===== config.mk =====
export PLATFORM = sky130hd
export DESIGN_NAME = rgb_hsb_color_converter_unit
export DESIGN_NICKNAME = d
export VERILOG_FILES = /design/src/design/rhcc_pkg.sv /design/src/design/rgb_hsb_color_converter_unit.sv
export SDC_FILE = /design/constraint.sdc
export NUM_CORES = 2
export LEC_CHECK = 0
export BUFFER_PORTS_ARGS = -buffer_cell sky130_fd_sc_hd__buf_2
export CORE_UTILIZATION = 58
export CTS_CLUSTER_SIZE = 40
export DETAILED_ROUTE_END_ITERATION = 12
export GPL_TIMING_DRIVEN = 0
export PLACE_DENSITY = 0.89
export SKIP_CTS_REPAIR_TIMING = 1
export SYNTH_ARGS = -nofsm -noshare
export SYNTH_HDL_FRONTEND = slang
export SYNTH_SLANG_ARGS = --single-unit

===== constraint.sdc =====
create_clock -name clk_i -period 39.4 [get_ports clk_i]
set_input_delay 0 -clock clk_i [delete_from_list [all_inputs] [get_ports clk_i]]
set_output_delay 0 -clock clk_i [all_outputs]
set_load 0.005 [all_outputs]

===== src/design/rhcc_pkg.sv =====
// ----------------------------------------------------------------------------
// rhcc_pkg: shared definitions of the colour converter
// Operation codes and fixed port widths.
// ----------------------------------------------------------------------------
package rhcc_pkg;

  localparam int IN_W  = 16;
  localparam int OUT_W = 13;

  localparam logic [1:0] FUNC_RGB2HSB = 2'd0;
  localparam logic [1:0] FUNC_HSB2RGB = 2'd1;
  localparam logic [1:0] FUNC_SCALE   = 2'd2;

endpackage


===== src/design/rgb_hsb_color_converter_unit.sv =====
// ----------------------------------------------------------------------------
// rgb_hsb_color_converter_unit: pipelined RGB / HSB pixel converter
// Throughput is one beat per cycle when not stalled; the FRAC_BITS + 1
// radix-2 divider stages and the two multiplier stages are fully pipelined.
// A stall at the output freezes the whole pipeline; nothing is dropped.
// Reset (rst_ni low) empties every stage; payload registers are not reset.
// ----------------------------------------------------------------------------
module rgb_hsb_color_converter_unit #(
  parameter int FRAC_BITS = 12
) (
  input  logic                        clk_i,
  input  logic                        rst_ni,
  input  logic                        in_valid_i,
  output logic                        in_ready_o,
  input  logic [1:0]                  func_i,
  input  logic signed [rhcc_pkg::IN_W-1:0] in_a_i,
  input  logic signed [rhcc_pkg::IN_W-1:0] in_b_i,
  input  logic signed [rhcc_pkg::IN_W-1:0] in_c_i,
  input  logic [rhcc_pkg::IN_W-1:0]   gain_i,
  output logic                        out_valid_o,
  input  logic                        out_ready_i,
  output logic [rhcc_pkg::OUT_W-1:0]  out_a_o,
  output logic [rhcc_pkg::OUT_W-1:0]  out_b_o,
  output logic [rhcc_pkg::OUT_W-1:0]  out_c_o
);

  localparam int F   = FRAC_BITS;
  localparam int W   = F + 1;      // 0..ONE
  localparam int DW  = F + 3;      // 6 * delta, hue numerator
  localparam int HRW = F + 4;      // hue divider remainder
  localparam int SRW = F + 2;      // saturation divider remainder
  localparam int PW  = W + rhcc_pkg::IN_W;
  localparam int ONE_I = 1 << F;
  localparam logic [W-1:0] ONE_V = W'(ONE_I);

  // Every stage advances when the output register is free or being emptied.
  logic adv;
  assign adv        = !out_valid_o || out_ready_i;
  assign in_ready_o = adv;

  function automatic logic [W-1:0] clamp_unit(input logic signed [rhcc_pkg::IN_W-1:0] x);
    int xi;
    xi = int'(x);
    if (xi < 0) begin
      return '0;
    end else if (xi > ONE_I) begin
      return ONE_V;
    end
    return W'(xi);
  endfunction

  // --------------------------------------------------------------------------
  // Stage 1: clamp the channels, take the hue modulo one turn.
  // --------------------------------------------------------------------------
  logic                    c_vld_q;
  logic [1:0]              c_func_q;
  logic [W-1:0]            c_r_q, c_g_q, c_b_q;
  logic [F-1:0]            c_hue_q;
  logic [rhcc_pkg::IN_W-1:0] c_gain_q;

  always_ff @(posedge clk_i or negedge rst_ni) begin
    if (!rst_ni) begin
      c_vld_q <= 1'b0;
    end else if (adv) begin
      c_vld_q <= in_valid_i;
    end
  end

  always_ff @(posedge clk_i) begin
    if (adv) begin
      c_func_q <= func_i;
      c_r_q    <= clamp_unit(in_a_i);
      c_g_q    <= clamp_unit(in_b_i);
      c_b_q    <= clamp_unit(in_c_i);
      c_hue_q  <= F'(in_a_i);
      c_gain_q <= gain_i;
    end
  end

  // --------------------------------------------------------------------------
  // Stage 2: max, min, delta and the hue numerator in the red, green, blue
  // tie order. For hsb to rgb the clamped brightness rides in the max slot.
  // --------------------------------------------------------------------------
  logic          m_vld_q;
  logic [1:0]    m_func_q;
  logic [W-1:0]  m_mx_q, m_d_q, m_ps_q;
  logic [F-1:0]  m_ph_q;
  logic [DW-1:0] m_num_q, m_d6_q;
  logic [rhcc_pkg::IN_W-1:0] m_gain_q;

  logic [W-1:0]  mx_c, mn_c, d_c;
  logic [DW-1:0] num_c, d6_c;

  always_comb begin
    int ni;
    int di;
    mx_c = c_r_q;
    mn_c = c_r_q;
    if (c_g_q > mx_c) mx_c = c_g_q;
    if (c_b_q > mx_c) mx_c = c_b_q;
    if (c_g_q < mn_c) mn_c = c_g_q;
    if (c_b_q < mn_c) mn_c = c_b_q;
    d_c = mx_c - mn_c;
    di  = int'(d_c);
    if (c_r_q == mx_c) begin
      ni = int'(c_g_q) - int'(c_b_q);
    end else if (c_g_q == mx_c) begin
      ni = 2 * di + int'(c_b_q) - int'(c_r_q);
    end else begin
      ni = 4 * di + int'(c_r_q) - int'(c_g_q);
    end
    if (ni < 0) begin
      ni = ni + 6 * di;
    end
    num_c = DW'(ni);
    d6_c  = DW'(6 * di);
  end

  always_ff @(posedge clk_i or negedge rst_ni) begin
    if (!rst_ni) begin
      m_vld_q <= 1'b0;
    end else if (adv) begin
      m_vld_q <= c_vld_q;
    end
  end

  always_ff @(posedge clk_i) begin
    if (adv) begin
      m_func_q <= c_func_q;
      m_mx_q   <= (c_func_q == rhcc_pkg::FUNC_HSB2RGB) ? c_b_q : mx_c;
      m_d_q    <= d_c;
      m_ps_q   <= c_g_q;
      m_ph_q   <= c_hue_q;
      m_num_q  <= num_c;
      m_d6_q   <= d6_c;
      m_gain_q <= c_gain_q;
    end
  end

  // --------------------------------------------------------------------------
  // Divider stages 0..F: one saturation quotient bit per stage, one hue bit per stage from stage 1.
  // Stage 0 also forms the brightness gain product.
  // --------------------------------------------------------------------------
  typedef struct packed {
    logic [1:0]     func;
    logic           grey;
    logic [W-1:0]   mx;
    logic [W-1:0]   sq;
    logic [SRW-1:0] srem;
    logic [F-1:0]   hq;
    logic [HRW-1:0] hrem;
    logic [DW-1:0]  dsor;
    logic [F-1:0]   ph;
    logic [W-1:0]   ps;
    logic [PW-1:0]  prod;
  } div_t;

  logic [F:0] dv_vld_q;
  div_t       dv_q [0:F];
  div_t       dv_d [0:F];

  always_comb begin
    logic [SRW-1:0] sr;
    sr             = SRW'(m_d_q);
    dv_d[0].func   = m_func_q;
    dv_d[0].grey   = (m_d_q == '0);
    dv_d[0].mx     = m_mx_q;
    dv_d[0].ph     = m_ph_q;
    dv_d[0].ps     = m_ps_q;
    dv_d[0].dsor   = m_d6_q;
    dv_d[0].hrem   = HRW'(m_num_q);
    dv_d[0].hq     = '0;
    dv_d[0].prod   = PW'(m_mx_q) * PW'(m_gain_q);
    if (sr >= SRW'(m_mx_q)) begin
      dv_d[0].sq   = W'(1);
      dv_d[0].srem = sr - SRW'(m_mx_q);
    end else begin
      dv_d[0].sq   = '0;
      dv_d[0].srem = sr;
    end
  end

  for (genvar k = 1; k <= F; k++) begin : g_div
    always_comb begin
      logic [SRW-1:0] sr;
      logic [HRW-1:0] hr;
      dv_d[k] = dv_q[k-1];
      sr = {dv_q[k-1].srem[SRW-2:0], 1'b0};
      hr = {dv_q[k-1].hrem[HRW-2:0], 1'b0};
      if (sr >= SRW'(dv_q[k-1].mx)) begin
        dv_d[k].srem = sr - SRW'(dv_q[k-1].mx);
        dv_d[k].sq   = {dv_q[k-1].sq[W-2:0], 1'b1};
      end else begin
        dv_d[k].srem = sr;
        dv_d[k].sq   = {dv_q[k-1].sq[W-2:0], 1'b0};
      end
      if (hr >= HRW'(dv_q[k-1].dsor)) begin
        dv_d[k].hrem = hr - HRW'(dv_q[k-1].dsor);
        dv_d[k].hq   = {dv_q[k-1].hq[F-2:0], 1'b1};
      end else begin
        dv_d[k].hrem = hr;
        dv_d[k].hq   = {dv_q[k-1].hq[F-2:0], 1'b0};
      end
    end
  end

  for (genvar k = 0; k <= F; k++) begin : g_div_q
    always_ff @(posedge clk_i or negedge rst_ni) begin
      if (!rst_ni) begin
        dv_vld_q[k] <= 1'b0;
      end else if (adv) begin
        dv_vld_q[k] <= (k == 0) ? m_vld_q : dv_vld_q[(k == 0) ? 0 : k-1];
      end
    end
    always_ff @(posedge clk_i) begin
      if (adv) begin
        dv_q[k] <= dv_d[k];
      end
    end
  end

  // --------------------------------------------------------------------------
  // Merge stage: pick hue, saturation, brightness per operation; saturate
  // the scaled brightness.
  // --------------------------------------------------------------------------
  logic         h_vld_q;
  logic [1:0]   h_func_q;
  logic [F-1:0] h_h_q;
  logic [W-1:0] h_s_q, h_v_q;

  logic [PW-F-1:0] vp_c;
  logic [F-1:0]    hh_c;
  logic [W-1:0]    hs_c, hv_c;

  always_comb begin
    vp_c = (PW-F)'(dv_q[F].prod >> F);
    hh_c = dv_q[F].grey ? '0 : dv_q[F].hq;
    hs_c = dv_q[F].grey ? '0 : dv_q[F].sq;
    hv_c = dv_q[F].mx;
    if (dv_q[F].func == rhcc_pkg::FUNC_HSB2RGB) begin
      hh_c = dv_q[F].ph;
      hs_c = dv_q[F].ps;
    end else if (dv_q[F].func == rhcc_pkg::FUNC_SCALE) begin
      hv_c = (vp_c > (PW-F)'(ONE_I)) ? ONE_V : W'(vp_c);
    end
  end

  always_ff @(posedge clk_i or negedge rst_ni) begin
    if (!rst_ni) begin
      h_vld_q <= 1'b0;
    end else if (adv) begin
      h_vld_q <= dv_vld_q[F];
    end
  end

  always_ff @(posedge clk_i) begin
    if (adv) begin
      h_func_q <= dv_q[F].func;
      h_h_q    <= hh_c;
      h_s_q    <= hs_c;
      h_v_q    <= hv_c;
    end
  end

  // --------------------------------------------------------------------------
  // RGB stage 1: sector, fraction and the saturation products.
  // --------------------------------------------------------------------------
  logic         r1_vld_q;
  logic [1:0]   r1_func_q;
  logic [F-1:0] r1_h_q;
  logic [W-1:0] r1_s_q, r1_v_q, r1_t2_q, r1_t3_q, r1_f1_q;
  logic [2:0]   r1_sec_q;

  logic [DW-1:0]  hd_c;
  logic [F-1:0]   fr_c;
  logic [W+F-1:0] ps1_c;
  logic [2*W-1:0] ps2_c, pv1_c;

  assign hd_c  = DW'(h_h_q) * DW'(6);
  assign fr_c  = hd_c[F-1:0];
  assign ps1_c = (W+F)'(h_s_q) * (W+F)'(fr_c);
  assign ps2_c = (2*W)'(h_s_q) * (2*W)'(ONE_V - W'(fr_c));
  assign pv1_c = (2*W)'(h_v_q) * (2*W)'(ONE_V - h_s_q);

  always_ff @(posedge clk_i or negedge rst_ni) begin
    if (!rst_ni) begin
      r1_vld_q <= 1'b0;
    end else if (adv) begin
      r1_vld_q <= h_vld_q;
    end
  end

  always_ff @(posedge clk_i) begin
    if (adv) begin
      r1_func_q <= h_func_q;
      r1_h_q    <= h_h_q;
      r1_s_q    <= h_s_q;
      r1_v_q    <= h_v_q;
      r1_sec_q  <= hd_c[DW-1:F];
      r1_t2_q   <= ONE_V - W'(ps1_c >> F);
      r1_t3_q   <= ONE_V - W'(ps2_c >> F);
      r1_f1_q   <= W'(pv1_c >> F);
    end
  end

  // --------------------------------------------------------------------------
  // RGB stage 2: brightness products.
  // --------------------------------------------------------------------------
  logic         r2_vld_q;
  logic [1:0]   r2_func_q;
  logic [F-1:0] r2_h_q;
  logic [W-1:0] r2_s_q, r2_v_q, r2_f1_q, r2_f2_q, r2_f3_q;
  logic [2:0]   r2_sec_q;

  logic [2*W-1:0] pf2_c, pf3_c;
  assign pf2_c = (2*W)'(r1_v_q) * (2*W)'(r1_t2_q);
  assign pf3_c = (2*W)'(r1_v_q) * (2*W)'(r1_t3_q);

  always_ff @(posedge clk_i or negedge rst_ni) begin
    if (!rst_ni) begin
      r2_vld_q <= 1'b0;
    end else if (adv) begin
      r2_vld_q <= r1_vld_q;
    end
  end

  always_ff @(posedge clk_i) begin
    if (adv) begin
      r2_func_q <= r1_func_q;
      r2_h_q    <= r1_h_q;
      r2_s_q    <= r1_s_q;
      r2_v_q    <= r1_v_q;
      r2_sec_q  <= r1_sec_q;
      r2_f1_q   <= r1_f1_q;
      r2_f2_q   <= W'(pf2_c >> F);
      r2_f3_q   <= W'(pf3_c >> F);
    end
  end

  // --------------------------------------------------------------------------
  // Output stage: six-sector placement, then mask to the port width.
  // --------------------------------------------------------------------------
  logic [W-1:0] oa_c, ob_c, oc_c;

  always_comb begin
    case (r2_sec_q)
      3'd0: begin oa_c = r2_v_q;  ob_c = r2_f3_q; oc_c = r2_f1_q; end
      3'd1: begin oa_c = r2_f2_q; ob_c = r2_v_q;  oc_c = r2_f1_q; end
      3'd2: begin oa_c = r2_f1_q; ob_c = r2_v_q;  oc_c = r2_f3_q; end
      3'd3: begin oa_c = r2_f1_q; ob_c = r2_f2_q; oc_c = r2_v_q;  end
      3'd4: begin oa_c = r2_f3_q; ob_c = r2_f1_q; oc_c = r2_v_q;  end
      default: begin oa_c = r2_v_q; ob_c = r2_f1_q; oc_c = r2_f2_q; end
    endcase
    case (r2_func_q)
      rhcc_pkg::FUNC_RGB2HSB: begin
        oa_c = W'(r2_h_q);
        ob_c = r2_s_q;
        oc_c = r2_v_q;
      end
      rhcc_pkg::FUNC_HSB2RGB, rhcc_pkg::FUNC_SCALE: begin
      end
      default: begin
        oa_c = '0;
        ob_c = '0;
        oc_c = '0;
      end
    endcase
  end

  logic o_vld_q;
  logic [rhcc_pkg::OUT_W-1:0] o_a_q, o_b_q, o_c_q;

  always_ff @(posedge clk_i or negedge rst_ni) begin
    if (!rst_ni) begin
      o_vld_q <= 1'b0;
    end else if (adv) begin
      o_vld_q <= r2_vld_q;
    end
  end

  always_ff @(posedge clk_i) begin
    if (adv) begin
      o_a_q <= rhcc_pkg::OUT_W'(oa_c);
      o_b_q <= rhcc_pkg::OUT_W'(ob_c);
      o_c_q <= rhcc_pkg::OUT_W'(oc_c);
    end
  end

  assign out_valid_o = o_vld_q;
  assign out_a_o     = o_a_q;
  assign out_b_o     = o_b_q;
  assign out_c_o     = o_c_q;

`ifndef NO_ASSERTIONS
  // A stalled output beat holds its valid and its out_a and out_c data.
  a_hold: assert property (@(posedge clk_i) disable iff (!rst_ni)
    out_valid_o && !out_ready_i |=> out_valid_o && $stable(out_a_o) && $stable(out_c_o))
    else $error("output beat changed while stalled");

  // The saturation remainder ends below the divisor for a non-grey pixel
  // whose max slot holds the largest channel (every operation but hsb to rgb).
  a_srem: assert property (@(posedge clk_i) disable iff (!rst_ni)
    dv_vld_q[F] && !dv_q[F].grey && (dv_q[F].func != rhcc_pkg::FUNC_HSB2RGB)
    |-> dv_q[F].srem < SRW'(dv_q[F].mx))
    else $error("saturation divider remainder out of range");

  // The hue remainder ends below six times delta for a non-grey pixel.
  a_hrem: assert property (@(posedge clk_i) disable iff (!rst_ni)
    dv_vld_q[F] && !dv_q[F].grey |-> dv_q[F].hrem < HRW'(dv_q[F].dsor))
    else $error("hue divider remainder out of range");
`endif

endmodule


==> results.ini <==
[drt]
ant_nets = 0
drc_errors = 0
drtIter0Drc = 6725
vias_per_cell = 5.69
drt-total-wl_um = 263000
firstDrtPassIters = 9
avgRoutedWirePerCell_um = 20.4
dr_total_vias = 73100

[layout]
syn_to_final_growth_pct = 10.1
fill_cells = 13900
drive_gt1_frac = 0.0527
nets = 11800

[sta]
fin_skew_ps = 50.4
period_minus_slack_ps = 12560
hold_viol = 0
max_freq_ghz = 0.0796
rsz0062_at_grt = false
worstMarginPinSlew_ps = 1320
setup_violations = 0
max_slew_margin = 0.113
period_share = 0.319
drv_slew = 0
setup_tns_ps = 0

[clock_tree]
clock_sinks = 1844
clock_path_buffers = 3
cts_tree = built
clk_latency_ps = 840
clk_pin_slew_ps = 70
cts_root_buf = clkbuf_16
htree_levels = 4
numCtsBuffers = 181

[run_status]
status = completed

[worst_setup_path]
required_ps = 39990
crit_path_frequent_cell = a21oi_1
path_class = register to register
cp_max_fo = 10
crit_path_start_kind = register
end_kind = register
arrival_ps = 13150
max_stage_delay_ps = 950
critPathSlowestCell = fa_1

[logic_synthesis]
synthFlopType = edfxtp_1
synth.distinct_cells = 99
ys_seq_area_frac = 0.485
synth.avg_cell_area_um2 = 11.8
synth_warnings = 0
netlist_area_um2 = 114000
synth-edff-count = 1825
synth_cells = 9652
syn_nets = 11400
synthArstFlopShare = 0.0103
synth-seq-cells = 1844

[floorplan]
core-area_um2 = 195000
die_w_um = 445
num_rows = 162
design.die.area_um2 = 198000
initial_core_util = 0.585
ios = 111
die_y_um = 445

[global_routing]
grt_pass1_vias = 75900
grt_max_degree = 147
grt_first_pass_wirelength_um = 411000
overflow = 0
grt_usage = 0.265
antenna_found_initial = 8

[placed_design]
portBuffers = 110
gp_congestion = 0.954
dpl.hpwl_um = 191000

[worst_hold_path]
hp-class = primary input to register

[job]
maxCapViolCount = 0

## per-layer routing
| layer | share of wire | GRT usage |
|---|---|---|
| met2 | 0.50 | 0.464 |
| met4 | 0.049 | 0.114 |
| met5 | 0.00020 | 0 |
| met3 | 0.064 | 0.0404 |
| met1 | 0.39 | 0.325 |
## final timing paths
kind                       depth (start not counted)                      end  slack [ps]              startpoint
setup reg to reg                                  48    m_num_q[14]$_DFFE_PP_       26840     c_r_q[12]$_DFFE_PP_
setup / recovery                                  48    m_num_q[14]$_DFFE_PP_       26840     c_r_q[12]$_DFFE_PP_
hold / removal                                     3   c_r_q[7]$_SDFFCE_PP0P_          20               in_a_i[7]
hold reg to reg                                    0   dv_q[2][462]$_DFFE_PP_         380  dv_q[2][322]$_DFFE_PP_
min in group asynchronous                          3      c_vld_q$_DFFE_PN0P_         400                  rst_ni
max in group asynchronous                          3  dv_vld_q[5]$_DFFE_PN0P_       38410                  rst_ni
## sequential cells by signal, indices dropped and copies added (netlist names), 15 cells and up
name	count
c_gain_q	16
m_num_q	15
m_gain_q	16
dv_q	1416
## per-stage QoR
stage / util / setup WS, ps / instances / area [um2] / hold slack [ps]
detailed placement: 0.606 / 27250 / 12400 / 118000 / -30.8
global placement: 0.604 / -10900 / 12400 / 118000 / -68.6
finish: 0.644 / 26840 / 12900 / 125000 / 20.9
floorplan: - / 1540 / 9652 / 114000 / -296
global route: 0.644 / 26220 / 12900 / 125000 / 14.4
CTS: 0.637 / 27060 / 12700 / 124000 / -933
## final cells by class
type	instances	area, um2	area share
Antenna cell	2	5.00	0.0000399
Buffer	298	1120	0.00892
Clock buffer	204	4620	0.0368
Clock inverter	129	1380	0.0110
Inverter	1570	5900	0.0470
Multi-Input combinational cell	5940	51700	0.412
Sequential cell	1844	55300	0.440
Tap cell	2624	3280	0.0262
Timing Repair Buffer	251	2200	0.0175
## worst max-delay path: cells and delay by family (launching register included)
family                   cells  cell delay, ps
multiplexers                 2             860
AO/OA/AOI/OAI               20            4230
adder cells (fa/ha/maj)      7            3520
buffers and inverters        6            1470
flip-flops                   1             620
AND/OR/NAND/NOR             10            1110
XOR/XNOR                     3             510
## cells in the mapped netlist (all sizes together), types with 16 or more instances
library cell / count / area [um2]
a211oi: 47 / 380
nand3b: 28 / 210
or2: 18 / 113
a22oi: 28 / 210
xor2: 109 / 970
a21oi: 437 / 2200
nor2b: 78 / 488
mux2i: 60 / 601
and2: 516 / 3230
clkbuf: 284 / 1070
o21ai: 422 / 2110
mux2: 75 / 848
o21bai: 67 / 503
o31ai: 43 / 337
nor3: 75 / 403
nand2b: 76 / 475
nor4: 34 / 228
inv: 1569 / 5890
o211ai: 18 / 140
nor2: 349 / 1310
nand4: 65 / 407
ha: 892 / 11200
a221oi: 27 / 254
xnor2: 323 / 2880
fa: 778 / 15600
o21a: 16 / 120
o22ai: 16 / 100
dfrtp: 19 / 475
edfxtp: 1825 / 54800
nand3: 56 / 280
a21o: 133 / 998
nand2: 986 / 3700
## layout by cell type, fill, tap and decap left out, types with 73 or more instances in the layout
cell type         n
and2_1          516
fa_1            778
ha_1            892
buf_2           112
xnor2_1         318
o21ai_0         418
nor2_1          348
a21o_1          133
mux2_2           73
a21oi_1         435
nand2b_1         76
clkbuf_1        307
clkbuf_16       181
nor2b_1          78
inv_1          1566
xor2_1          107
nand2_1         986
edfxtp_1       1825
dlygate4sd3_1   126
## kinds of logic after synthesis
| logic type | after synthesis | share of synthesized area |
|---|---|---|
| AND/OR/NAND/NOR | 2323 | 0.0980 |
| XOR/XNOR | 432 | 0.0337 |
| multiplexers | 135 | 0.0127 |
| flip-flops | 1844 | 0.485 |
| adder cells (fa/ha/maj) | 1671 | 0.235 |
| buffers and inverters | 1868 | 0.0615 |
| AO/OA/AOI/OAI | 1379 | 0.0745 |
Power is left out: the tool's default activity adds up to more than one toggle a clock period on the data nets, which glitch-free logic cannot reach.
